**config.mk**
```make
export PLATFORM = sky130hd
export DESIGN_NAME = i2c_master_bit_engine
export DESIGN_NICKNAME = d
export VERILOG_FILES = /design/src/i2cm_pkg.sv /design/src/i2cm_front.sv /design/src/i2cm_back.sv /design/src/i2c_master_bit_engine.sv
export VERILOG_INCLUDE_DIRS = /design/src /design/src/src
export SDC_FILE = /design/constraint.sdc
export NUM_CORES = 1
export LEC_CHECK = 0
export BUFFER_PORTS_ARGS = -buffer_cell sky130_fd_sc_hd__buf_2
export CORE_ASPECT_RATIO = 0.6
export CORE_MARGIN = 2
export CORE_UTILIZATION = 45
export CTS_BUF_LIST = sky130_fd_sc_hd__clkbuf_8
export CTS_CLUSTER_DIAMETER = 40
export DETAILED_ROUTE_END_ITERATION = 8
export SYNTH_ARGS = -nofsm -noshare
export SYNTH_HDL_FRONTEND = slang
export SYNTH_SLANG_ARGS = --single-unit
```
**constraint.sdc**
```tcl
create_clock -name clk -period 4.9 [get_ports clk]
set_clock_uncertainty 0.2 [all_clocks]
set_input_delay 0.98 -clock clk [delete_from_list [all_inputs] [get_ports clk]]
set_output_delay 0.98 -clock clk [all_outputs]
set_load 0.02 [all_outputs]
```
**src/i2c_master_bit_engine_assert.svh**
```systemverilog
// Assertion macros shared by the I2C master bit engine modules.
`ifndef I2C_MASTER_BIT_ENGINE_ASSERT_SVH
`define I2C_MASTER_BIT_ENGINE_ASSERT_SVH

// Same-cycle implication, checked outside reset.
`define I2CM_ASSERT_IMP(label, clk, rst_n, ante, cons, msg) \
	label: assert property (@(posedge clk) disable iff (!(rst_n)) (ante) |-> (cons)) \
		else $error(msg);

// Next-cycle implication, checked outside reset.
`define I2CM_ASSERT_NXT(label, clk, rst_n, ante, cons, msg) \
	label: assert property (@(posedge clk) disable iff (!(rst_n)) (ante) |=> (cons)) \
		else $error(msg);

`endif

```
**src/i2cm_pkg.sv**
```systemverilog
// ----------------------------------------------------------------------------
// i2cm_pkg
// Types and codes shared by the I2C master bit engine: word formats, the
// decoded command set, sequencer steps and register indexes.
// ----------------------------------------------------------------------------
package i2cm_pkg;

	// Raw opcode values on the command channel
	localparam logic [2:0] OP_NONE  = 3'd0;
	localparam logic [2:0] OP_START = 3'd1;
	localparam logic [2:0] OP_STOP  = 3'd2;
	localparam logic [2:0] OP_WRITE = 3'd3;
	localparam logic [2:0] OP_WAIT  = 3'd4;
	localparam logic [2:0] OP_READ  = 3'd5;

	// Configuration register indexes
	localparam int unsigned CFG_IDX_W = 2;
	localparam logic [CFG_IDX_W-1:0] CFG_PHASE_TICKS = 2'd0;
	localparam logic [CFG_IDX_W-1:0] CFG_ACK_POLLS   = 2'd1;
	localparam int unsigned CFG_DATA_W = 16;

	localparam logic [15:0] PHASE_TICKS_RST = 16'd5;
	localparam logic [7:0]  ACK_POLLS_RST   = 8'd250;

	typedef struct packed {
		logic [2:0] opcode;
		logic [7:0] tx_byte;
		logic       send_ack;
		logic       sda_sample;
	} cmd_word_t;

	typedef struct packed {
		logic       scl_level;
		logic       sda_level;
		logic       sda_drive;
		logic       busy_res;
		logic       done_res;
		logic [7:0] rx_byte;
		logic       ack_failed;
	} rsp_word_t;

	typedef enum logic [2:0] {
		CMD_NONE,
		CMD_START,
		CMD_STOP,
		CMD_WRITE,
		CMD_WAIT,
		CMD_READ
	} cmd_op_t;

	// Classified word handed from front to back
	typedef struct packed {
		cmd_op_t    op;
		logic [7:0] tx_byte;
		logic       send_ack;
		logic       sda_sample;
	} op_word_t;

	typedef enum logic [4:0] {
		ST_IDLE,
		ST_S0, ST_S1, ST_S2,
		ST_P0, ST_P1,
		ST_W0, ST_W1, ST_W2,
		ST_A0, ST_A1, ST_APOLL,
		ST_R0, ST_R1,
		ST_K0, ST_K1, ST_K2
	} step_t;

	function automatic cmd_op_t classify(input logic [2:0] opcode);
		cmd_op_t op;
		unique case (opcode)
			OP_START: op = CMD_START;
			OP_STOP:  op = CMD_STOP;
			OP_WRITE: op = CMD_WRITE;
			OP_WAIT:  op = CMD_WAIT;
			OP_READ:  op = CMD_READ;
			default:  op = CMD_NONE;
		endcase
		return op;
	endfunction

endpackage

```
**src/i2cm_front.sv**
```systemverilog
// ----------------------------------------------------------------------------
// i2cm_front
// Accepts command words, decodes the opcode and holds them in a two-entry
// queue for the bus sequencer.
// ----------------------------------------------------------------------------
`include "i2c_master_bit_engine_assert.svh"

module i2cm_front (
	input  logic                 clk,
	input  logic                 arst_n,
	input  logic                 push,
	output logic                 full,
	input  i2cm_pkg::cmd_word_t  cmd_word,
	output logic                 q_valid,
	output i2cm_pkg::op_word_t   q_word,
	input  logic                 q_pop
);
	import i2cm_pkg::*;

	op_word_t   mem_q [2];
	logic       wr_ptr_q;
	logic       rd_ptr_q;
	logic [1:0] cnt_q;
	logic       do_push;
	logic       do_pop;
	op_word_t   dec_word;

	assign full    = (cnt_q == 2'd2);
	assign q_valid = (cnt_q != 2'd0);
	assign q_word  = mem_q[rd_ptr_q];
	assign do_push = push && !full;
	assign do_pop  = q_pop && q_valid;

	always_comb begin
		dec_word.op         = classify(cmd_word.opcode);
		dec_word.tx_byte    = cmd_word.tx_byte;
		dec_word.send_ack   = cmd_word.send_ack;
		dec_word.sda_sample = cmd_word.sda_sample;
	end

	always_ff @(posedge clk) begin
		if (do_push) begin
			mem_q[wr_ptr_q] <= dec_word;
		end
	end

	always_ff @(posedge clk or negedge arst_n) begin
		if (!arst_n) begin
			wr_ptr_q <= 1'b0;
			rd_ptr_q <= 1'b0;
			cnt_q    <= 2'd0;
		end else begin
			if (do_push) begin
				wr_ptr_q <= !wr_ptr_q;
			end
			if (do_pop) begin
				rd_ptr_q <= !rd_ptr_q;
			end
			unique case ({do_push, do_pop})
				2'b10:   cnt_q <= cnt_q + 2'd1;
				2'b01:   cnt_q <= cnt_q - 2'd1;
				default: cnt_q <= cnt_q;
			endcase
		end
	end

	`I2CM_ASSERT_IMP(a_front_cnt_range, clk, arst_n, 1'b1, cnt_q <= 2'd2, "front queue overflow")
	`I2CM_ASSERT_IMP(a_front_ptr_gap, clk, arst_n, cnt_q == 2'd1, wr_ptr_q != rd_ptr_q, "front queue pointers out of step")
	`I2CM_ASSERT_NXT(a_front_push_lands, clk, arst_n, do_push && !do_pop, cnt_q != 2'd0, "accepted word lost")

endmodule

```
**src/i2cm_back.sv**
```systemverilog
// ----------------------------------------------------------------------------
// i2cm_back
// Bus sequencer: steps the SCL/SDA phase machine once per queued word and
// writes one result word per step into a two-entry result queue.
// ----------------------------------------------------------------------------
`include "i2c_master_bit_engine_assert.svh"

module i2cm_back (
	input  logic                                clk,
	input  logic                                arst_n,
	input  logic                                cfg_we,
	input  logic [i2cm_pkg::CFG_IDX_W-1:0]      cfg_idx,
	input  logic [i2cm_pkg::CFG_DATA_W-1:0]     cfg_wdata,
	input  logic                                q_valid,
	input  i2cm_pkg::op_word_t                  q_word,
	output logic                                q_pop,
	output logic                                empty,
	input  logic                                pop,
	output i2cm_pkg::rsp_word_t                 result
);
	import i2cm_pkg::*;

	// configuration
	logic [15:0] phase_ticks_q;
	logic [7:0]  ack_polls_q;

	// sequencer state
	step_t       step_q, n_step;
	logic [15:0] timer_q, n_timer;
	logic [3:0]  bit_q, n_bit;
	logic [7:0]  shift_q, n_shift;
	logic [7:0]  poll_q, n_poll;
	logic        scl_q, n_scl;
	logic        sda_q, n_sda;
	logic        ack_q, n_ack;
	logic        drive_q, n_drive;
	logic [7:0]  rx_q, n_rx;
	logic        fail_q, n_fail;
	logic        n_done;

	logic        ent;
	step_t       ent_st;
	logic [15:0] pt_eff;
	logic [15:0] tdec;
	logic [3:0]  bit_inc;

	// result queue
	rsp_word_t   rq_mem_q [2];
	logic        rq_wr_q;
	logic        rq_rd_q;
	logic [1:0]  rq_cnt_q;
	logic        rq_pop;
	logic        step_en;
	rsp_word_t   rsp_new;

	assign empty   = (rq_cnt_q == 2'd0);
	assign result  = rq_mem_q[rq_rd_q];
	assign rq_pop  = pop && !empty;
	assign step_en = q_valid && ((rq_cnt_q != 2'd2) || rq_pop);
	assign q_pop   = step_en;

	assign pt_eff  = (phase_ticks_q == 16'd0) ? 16'd1 : phase_ticks_q;
	assign tdec    = (timer_q != 16'd0) ? timer_q - 16'd1 : 16'd0;
	assign bit_inc = bit_q + 4'd1;

	always_ff @(posedge clk or negedge arst_n) begin
		if (!arst_n) begin
			phase_ticks_q <= PHASE_TICKS_RST;
			ack_polls_q   <= ACK_POLLS_RST;
		end else if (cfg_we) begin
			unique case (cfg_idx)
				CFG_PHASE_TICKS: phase_ticks_q <= cfg_wdata;
				CFG_ACK_POLLS:   ack_polls_q   <= cfg_wdata[7:0];
				default: ;
			endcase
		end
	end

	always_ff @(posedge clk or negedge arst_n) begin
		if (!arst_n) begin
			step_q  <= ST_IDLE;
			timer_q <= '0;
			bit_q   <= '0;
			shift_q <= '0;
			poll_q  <= '0;
			scl_q   <= 1'b1;
			sda_q   <= 1'b1;
			ack_q   <= 1'b0;
			drive_q <= 1'b1;
			rx_q    <= '0;
			fail_q  <= 1'b0;
		end else if (step_en) begin
			step_q  <= n_step;
			timer_q <= n_timer;
			bit_q   <= n_bit;
			shift_q <= n_shift;
			poll_q  <= n_poll;
			scl_q   <= n_scl;
			sda_q   <= n_sda;
			ack_q   <= n_ack;
			drive_q <= n_drive;
			rx_q    <= n_rx;
			fail_q  <= n_fail;
		end
	end

	always_comb begin
		n_step  = step_q;
		n_timer = timer_q;
		n_bit   = bit_q;
		n_shift = shift_q;
		n_poll  = poll_q;
		n_scl   = scl_q;
		n_sda   = sda_q;
		n_ack   = ack_q;
		n_drive = drive_q;
		n_rx    = rx_q;
		n_fail  = fail_q;
		n_done  = 1'b0;
		ent     = 1'b0;
		ent_st  = ST_IDLE;

		if (step_q == ST_IDLE) begin
			unique case (q_word.op)
				CMD_START: begin
					ent = 1'b1; ent_st = ST_S0;
				end
				CMD_STOP: begin
					ent = 1'b1; ent_st = ST_P0;
				end
				CMD_WRITE: begin
					n_shift = q_word.tx_byte;
					n_bit   = 4'd0;
					ent = 1'b1; ent_st = ST_W0;
				end
				CMD_WAIT: begin
					n_poll = 8'd0;
					ent = 1'b1; ent_st = ST_A0;
				end
				CMD_READ: begin
					n_shift = 8'd0;
					n_bit   = 4'd0;
					n_ack   = q_word.send_ack;
					ent = 1'b1; ent_st = ST_R0;
				end
				default: ;
			endcase
		end else if (step_q == ST_APOLL) begin
			priority if (!q_word.sda_sample) begin
				n_scl  = 1'b0;
				n_fail = 1'b0;
				n_done = 1'b1;
				n_step = ST_IDLE;
				n_timer = 16'd0;
			end else if (poll_q >= ack_polls_q) begin
				n_fail = 1'b1;
				ent = 1'b1; ent_st = ST_P0;
			end else begin
				n_poll = poll_q + 8'd1;
			end
		end else begin
			n_timer = tdec;
			if (tdec == 16'd0) begin
				unique case (step_q)
					ST_S0: begin ent = 1'b1; ent_st = ST_S1; end
					ST_S1: begin ent = 1'b1; ent_st = ST_S2; end
					ST_S2: begin
						n_scl = 1'b0; n_done = 1'b1; n_step = ST_IDLE;
					end
					ST_P0: begin ent = 1'b1; ent_st = ST_P1; end
					ST_P1: begin
						n_sda = 1'b1; n_done = 1'b1; n_step = ST_IDLE;
					end
					ST_W0: begin ent = 1'b1; ent_st = ST_W1; end
					ST_W1: begin ent = 1'b1; ent_st = ST_W2; end
					ST_W2: begin
						n_shift = {shift_q[6:0], 1'b0};
						n_bit   = bit_inc;
						if (bit_inc[3]) begin
							n_scl = 1'b0; n_done = 1'b1; n_step = ST_IDLE;
						end else begin
							ent = 1'b1; ent_st = ST_W0;
						end
					end
					ST_A0: begin ent = 1'b1; ent_st = ST_A1; end
					ST_A1: begin ent = 1'b1; ent_st = ST_APOLL; end
					ST_R0: begin ent = 1'b1; ent_st = ST_R1; end
					ST_R1: begin
						n_shift = {shift_q[6:0], q_word.sda_sample};
						n_bit   = bit_inc;
						ent = 1'b1;
						if (bit_inc[3]) begin
							n_rx   = {shift_q[6:0], q_word.sda_sample};
							ent_st = ST_K0;
						end else begin
							ent_st = ST_R0;
						end
					end
					ST_K0: begin ent = 1'b1; ent_st = ST_K1; end
					ST_K1: begin
						n_scl = 1'b0;
						if (ack_q) begin
							ent = 1'b1; ent_st = ST_K2;
						end else begin
							n_done = 1'b1; n_step = ST_IDLE;
						end
					end
					ST_K2: begin
						n_sda = 1'b0; n_done = 1'b1; n_step = ST_IDLE;
					end
					default: begin
						n_done = 1'b1; n_step = ST_IDLE;
					end
				endcase
			end
		end

		// phase entry: load the hold time and set the lines for the new phase
		if (ent) begin
			n_step  = ent_st;
			n_timer = pt_eff;
			unique case (ent_st)
				ST_S0:    begin n_drive = 1'b1; n_sda = 1'b1; end
				ST_S1:    n_scl = 1'b1;
				ST_S2:    n_sda = 1'b0;
				ST_P0:    begin n_drive = 1'b1; n_sda = 1'b0; end
				ST_P1:    n_scl = 1'b1;
				ST_W0:    begin n_drive = 1'b1; n_scl = 1'b0; end
				ST_W1:    n_sda = n_shift[7];
				ST_W2:    n_scl = 1'b1;
				ST_A0:    begin n_drive = 1'b0; n_scl = 1'b0; end
				ST_A1:    begin n_sda = 1'b1; n_scl = 1'b1; end
				ST_APOLL: n_timer = 16'd0;
				ST_R0:    begin n_drive = 1'b0; n_scl = 1'b0; end
				ST_R1:    n_scl = 1'b1;
				ST_K0:    begin n_drive = 1'b1; n_scl = 1'b0; n_sda = !n_ack; end
				ST_K1:    n_scl = 1'b1;
				ST_K2:    n_scl = 1'b0;
				default:  n_timer = 16'd0;
			endcase
		end else if (n_step == ST_IDLE) begin
			n_timer = 16'd0;
		end

		rsp_new.scl_level  = n_scl;
		rsp_new.sda_level  = n_drive ? n_sda : 1'b1;
		rsp_new.sda_drive  = n_drive;
		rsp_new.busy_res   = (n_step != ST_IDLE);
		rsp_new.done_res   = n_done;
		rsp_new.rx_byte    = n_rx;
		rsp_new.ack_failed = n_fail;
	end

	always_ff @(posedge clk) begin
		if (step_en) begin
			rq_mem_q[rq_wr_q] <= rsp_new;
		end
	end

	always_ff @(posedge clk or negedge arst_n) begin
		if (!arst_n) begin
			rq_wr_q  <= 1'b0;
			rq_rd_q  <= 1'b0;
			rq_cnt_q <= 2'd0;
		end else begin
			if (step_en) begin
				rq_wr_q <= !rq_wr_q;
			end
			if (rq_pop) begin
				rq_rd_q <= !rq_rd_q;
			end
			unique case ({step_en, rq_pop})
				2'b10:   rq_cnt_q <= rq_cnt_q + 2'd1;
				2'b01:   rq_cnt_q <= rq_cnt_q - 2'd1;
				default: rq_cnt_q <= rq_cnt_q;
			endcase
		end
	end

	`I2CM_ASSERT_IMP(a_back_rq_range, clk, arst_n, 1'b1, rq_cnt_q <= 2'd2, "result queue overflow")
	`I2CM_ASSERT_IMP(a_back_poll_timer, clk, arst_n, step_q == ST_APOLL, timer_q == 16'd0, "timer running during acknowledge poll")
	`I2CM_ASSERT_IMP(a_back_done_idle, clk, arst_n, step_en && n_done, n_step == ST_IDLE, "done reported while still busy")
	`I2CM_ASSERT_IMP(a_back_release_high, clk, arst_n, step_en, rsp_new.sda_drive || rsp_new.sda_level, "released SDA not reported high")

endmodule

```
**src/i2c_master_bit_engine.sv**
```systemverilog
// ----------------------------------------------------------------------------
// i2c_master_bit_engine
// I2C master bit engine: one command word per bus tick drives SCL and SDA
// through start, stop, byte write, acknowledge wait and byte read sequences.
// ----------------------------------------------------------------------------
// Usage:
//   Command channel (push/full): one word per bus tick, carrying an opcode
//   (none, start, stop, write, wait ack, read), the byte to send, the ACK
//   choice for reads and the sampled SDA level of that tick. Opcodes are
//   honored only while the sequencer is idle; otherwise they are ignored.
//   Result channel (empty/pop): exactly one word per command word, in order,
//   carrying SCL/SDA levels and SDA drive enable, busy, a one-tick done
//   pulse, the last received byte and the acknowledge failure flag.
//   Configuration: cfg_we with cfg_idx 0 sets phase_ticks (ticks each phase
//   is held, zero acts as one), index 1 sets ack_timeout_polls. Write only
//   while no words are in flight; other indexes are ignored.
//   Path: accept writes the decode queue, then a step writes the result queue.
//   Throughput: one word per cycle while the result queue is not full, set by
//   the single-step sequencer update.
//   Stall: when pop stays low the two-entry result queue fills, the sequencer
//   holds, the two-entry decode queue fills and full rises; nothing is lost.
//   Reset: SCL and SDA driven high, sequencer idle, phase_ticks 5,
//   ack_timeout_polls 250, both queues empty.
// ----------------------------------------------------------------------------
module i2c_master_bit_engine (
	input  logic                                clk,
	input  logic                                arst_n,
	input  logic                                cfg_we,
	input  logic [i2cm_pkg::CFG_IDX_W-1:0]      cfg_idx,
	input  logic [i2cm_pkg::CFG_DATA_W-1:0]     cfg_wdata,
	input  logic                                push,
	output logic                                full,
	input  i2cm_pkg::cmd_word_t                 cmd_word,
	output logic                                empty,
	input  logic                                pop,
	output i2cm_pkg::rsp_word_t                 rsp_word
);
	import i2cm_pkg::*;

	// decoded words waiting for the sequencer
	logic     q_valid;
	op_word_t q_word;
	logic     q_pop;

	// front: accept and decode the command word
	i2cm_front u_front (
		.clk      (clk),
		.arst_n   (arst_n),
		.push     (push),
		.full     (full),
		.cmd_word (cmd_word),
		.q_valid  (q_valid),
		.q_word   (q_word),
		.q_pop    (q_pop)
	);

	// back: advance the bus sequence, queue the result word
	i2cm_back u_back (
		.clk       (clk),
		.arst_n    (arst_n),
		.cfg_we    (cfg_we),
		.cfg_idx   (cfg_idx),
		.cfg_wdata (cfg_wdata),
		.q_valid   (q_valid),
		.q_word    (q_word),
		.q_pop     (q_pop),
		.empty     (empty),
		.pop       (pop),
		.result    (rsp_word)
	);

endmodule
```
==> metrics.txt <==
Min-Delay Path Class reg -> reg; Synth top area share 0.255; vias 5505; layout net count 782; Avg Cell Area, Syn 10.8 um2; Tot GR Track Use 0.224; Clock Sinks 140; Rows 36; synthesized instance count 683; Clock Latency Late Sink 450 ps; critical path capture point type register; WL final 18.7 mm; MaxCap Viol Count 0; Switching Fraction 0.439; register share of total power 0.373; Slew Limit Fails 0; status completed; I/O Buffers 51; die width 169 um; Layout Area Growth over Synthesis 11.8%; num ports 52; DR pass1 iterations 5; final worst path period need 4340 ps; Initial Utilization 0.456; Routed Antenna Nets 0; Die Area 0.0174 mm2; post-CTS sizing 0; drt wl/cell 19.6 um; largest net degree at the start of global routing 49; WP data arrival 4530 ps; Crit Path Class reg -> reg; synth warn 0; Critical-path top delay cell or3b_1; RSZ-0062 raised after global routing false; Multi-input gate area 0.00335 mm2; drt drc 0; total CTS buffers 17; ranking of synthesized cells by area dfrtp_1 26%, edfxtp_1 22%, mux2_2 8.7%, o21ai_0 4.2%, dfstp_2 3.9%; VDD IR max 0.000312 V; setup tns final 0 ps; P_sw 2.37 mW; ys async rst share 0.614; Core Box Area 0.0161 mm2; relative slew slack 0.301; cell chain of the critical path inv_1 > ha_1 > or3b_1 > o31ai_1 > o211ai_1 > a211oi_1 > o211a_1 > a21oi_2 > o22ai_1 > a211oi_1 > o21ai_2 > buf_4 > a221o_1; vias in the first global route 5085; Non-Filler Instances 954; Post-CTS Setup Repair Bufs 0; Filler cells 1478; CTS Root Cell clkbuf_8; TritonCTS clock tree done; clock share of power 0.182; main flop type after synthesis dfrtp_1; Reg clk slew, reported paths 90 ps; initial antenna violation count 0; placed insts 922; DR iter-0 viols 466; post-synthesis register bit count 140; Final Hold Vio Count 0; Seq/Total Area, Yosys 0.515; part of the cycle the worst path needs 0.885; internal power 3.03 mW; post-route cell area 0.00822 mm2; Comb pwr share 0.445; DR vias/cell 5.77; slowest stage delay, CP 530 ps; leak pwr 3.45 nW; Longest Clk Path Bufs 2; number of synthesized flops with an enable pin 54; first-pass GRT wire length 29.1 mm; most frequent CP cell a211oi_1; dpl ws 720 ps; Storage cell area 0.00379 mm2; Crit path required time 5100 ps; DP HPWL 13.6 mm; Netlist cell types 70; area leader, netlist dfrtp_1; most common cell after layout, fill and taps aside dfrtp_1; commonest non-fill, non-tap cells in the layout 75 x dfrtp_1, 61 x nand2_1, 61 x o21ai_0; worst slew pin tran 1040 ps; RePlAce Congestion 0.933; Cell Area, Placed 0.00781 mm2; crit path max fanout 16; Die Y 103 um; H-tree levels 4; fraction of layout cells with a size suffix above 1 0.240; hold buffers post-CTS 0; Final Setup Violations 0; post-synthesis instance area 0.00735 mm2; GR Overflow Total 0; PwrDens 657 mW/mm2; Highest Clock Rate 231 MHz; post-layout power 5.40 mW; crit start category register; # diodes 0; fin worst setup slack 562 ps; syn_nets 733
## worst max-delay path: cells and delay by family (launching register included)
family                   cells  cell delay, ps
flip-flops                   1             490
AO/OA/AOI/OAI                9            2330
buffers and inverters        2             370
adder cells (fa/ha/maj)      1             330
AND/OR/NAND/NOR              1             530
## sequential cells by signal, indices dropped and copies added (netlist names), 2 cells and up
register and count:
u_back.ack_polls_q 8, u_back.bit_q 4, u_back.phase_ticks_q 16, u_back.poll_q 8, u_back.rq_cnt_q 2, u_back.rq_mem_q 28, u_back.rx_q 8, u_back.shift_q 8
u_back.step_q 5, u_back.timer_q 16, u_front.cnt_q 2, u_front.mem_q 26
## cell usage after synthesis, drive strengths merged, types with 10 or more instances
| cell | instances |
|---|---|
| a21oi | 37 |
| o21ai | 64 |
| nand2 | 61 |
| clkbuf | 24 |
| dfstp | 11 |
| ha | 14 |
| a21o | 13 |
| edfxtp | 54 |
| nand3 | 15 |
| nor3 | 17 |
| dfrtp | 75 |
| nor2 | 57 |
| inv | 17 |
| mux2i | 19 |
| nor2b | 10 |
| mux2 | 57 |
## power groups by stage
stage / logic (mW) / registers, mW / clock network, mW
floorplan: 1.83 / 1.83 / 0
global placement: 2.32 / 2.01 / 0
detailed placement: 2.36 / 2.04 / 0
CTS: 2.37 / 2.01 / 1.00
global route: 2.64 / 2.07 / 1.05
finish: 2.40 / 2.02 / 0.982
## stage by stage
step | hold slack (ps) | util
after floorplan | 247 | -
after global placement | 268 | 0.484
after detailed placement | 282 | 0.484
after CTS | 299 | 0.510
after global routing | 321 | 0.510
final | 296 | 0.510
## worst paths after layout
path	start	to	slack, ps	depth (start not counted)
max in group asynchronous	arst_n	u_back.ack_polls_q[4]	3160	2
min in group asynchronous	arst_n	u_front.wr_ptr_q	330	1
worst min-delay path	u_front.wr_ptr_q	u_front.wr_ptr_q	300	1
worst min register to register	u_front.wr_ptr_q	u_front.wr_ptr_q	300	1
worst max register to register	u_back.timer_q[0]	u_back.timer_q[1]	560	13
worst max-delay path	u_back.timer_q[0]	u_back.timer_q[1]	560	13
## area by class of cell
class                   instances  area share
well taps                     209      0.0318
repair buffers                 63      0.0423
clock buffers                  17      0.0285
clock inverters                15      0.0216
multi-input cells             493       0.407
inverters                      17     0.00776
flip-flops and latches        140       0.461
## cells by family after synthesis
kind of cell             share of synthesized area
XOR/XNOR                                    0.0202
AO/OA/AOI/OAI                                0.141
adder cells (fa/ha/maj)                     0.0238
buffers and inverters                       0.0303
multiplexers                                 0.113
flip-flops                                   0.515
AND/OR/NAND/NOR                              0.157
## per-layer routing
metal | vias to the layer above | wire [um] | GRT usage
met4 | 0 | 163 | 0.0592
li1 | 2608 | - | -
met1 | 2725 | 10300 | 0.374
met5 | - | 0 | 0
met3 | 13 | 1180 | 0.0549
met2 | 159 | 6970 | 0.274
(Power assumes the default switching activity.)
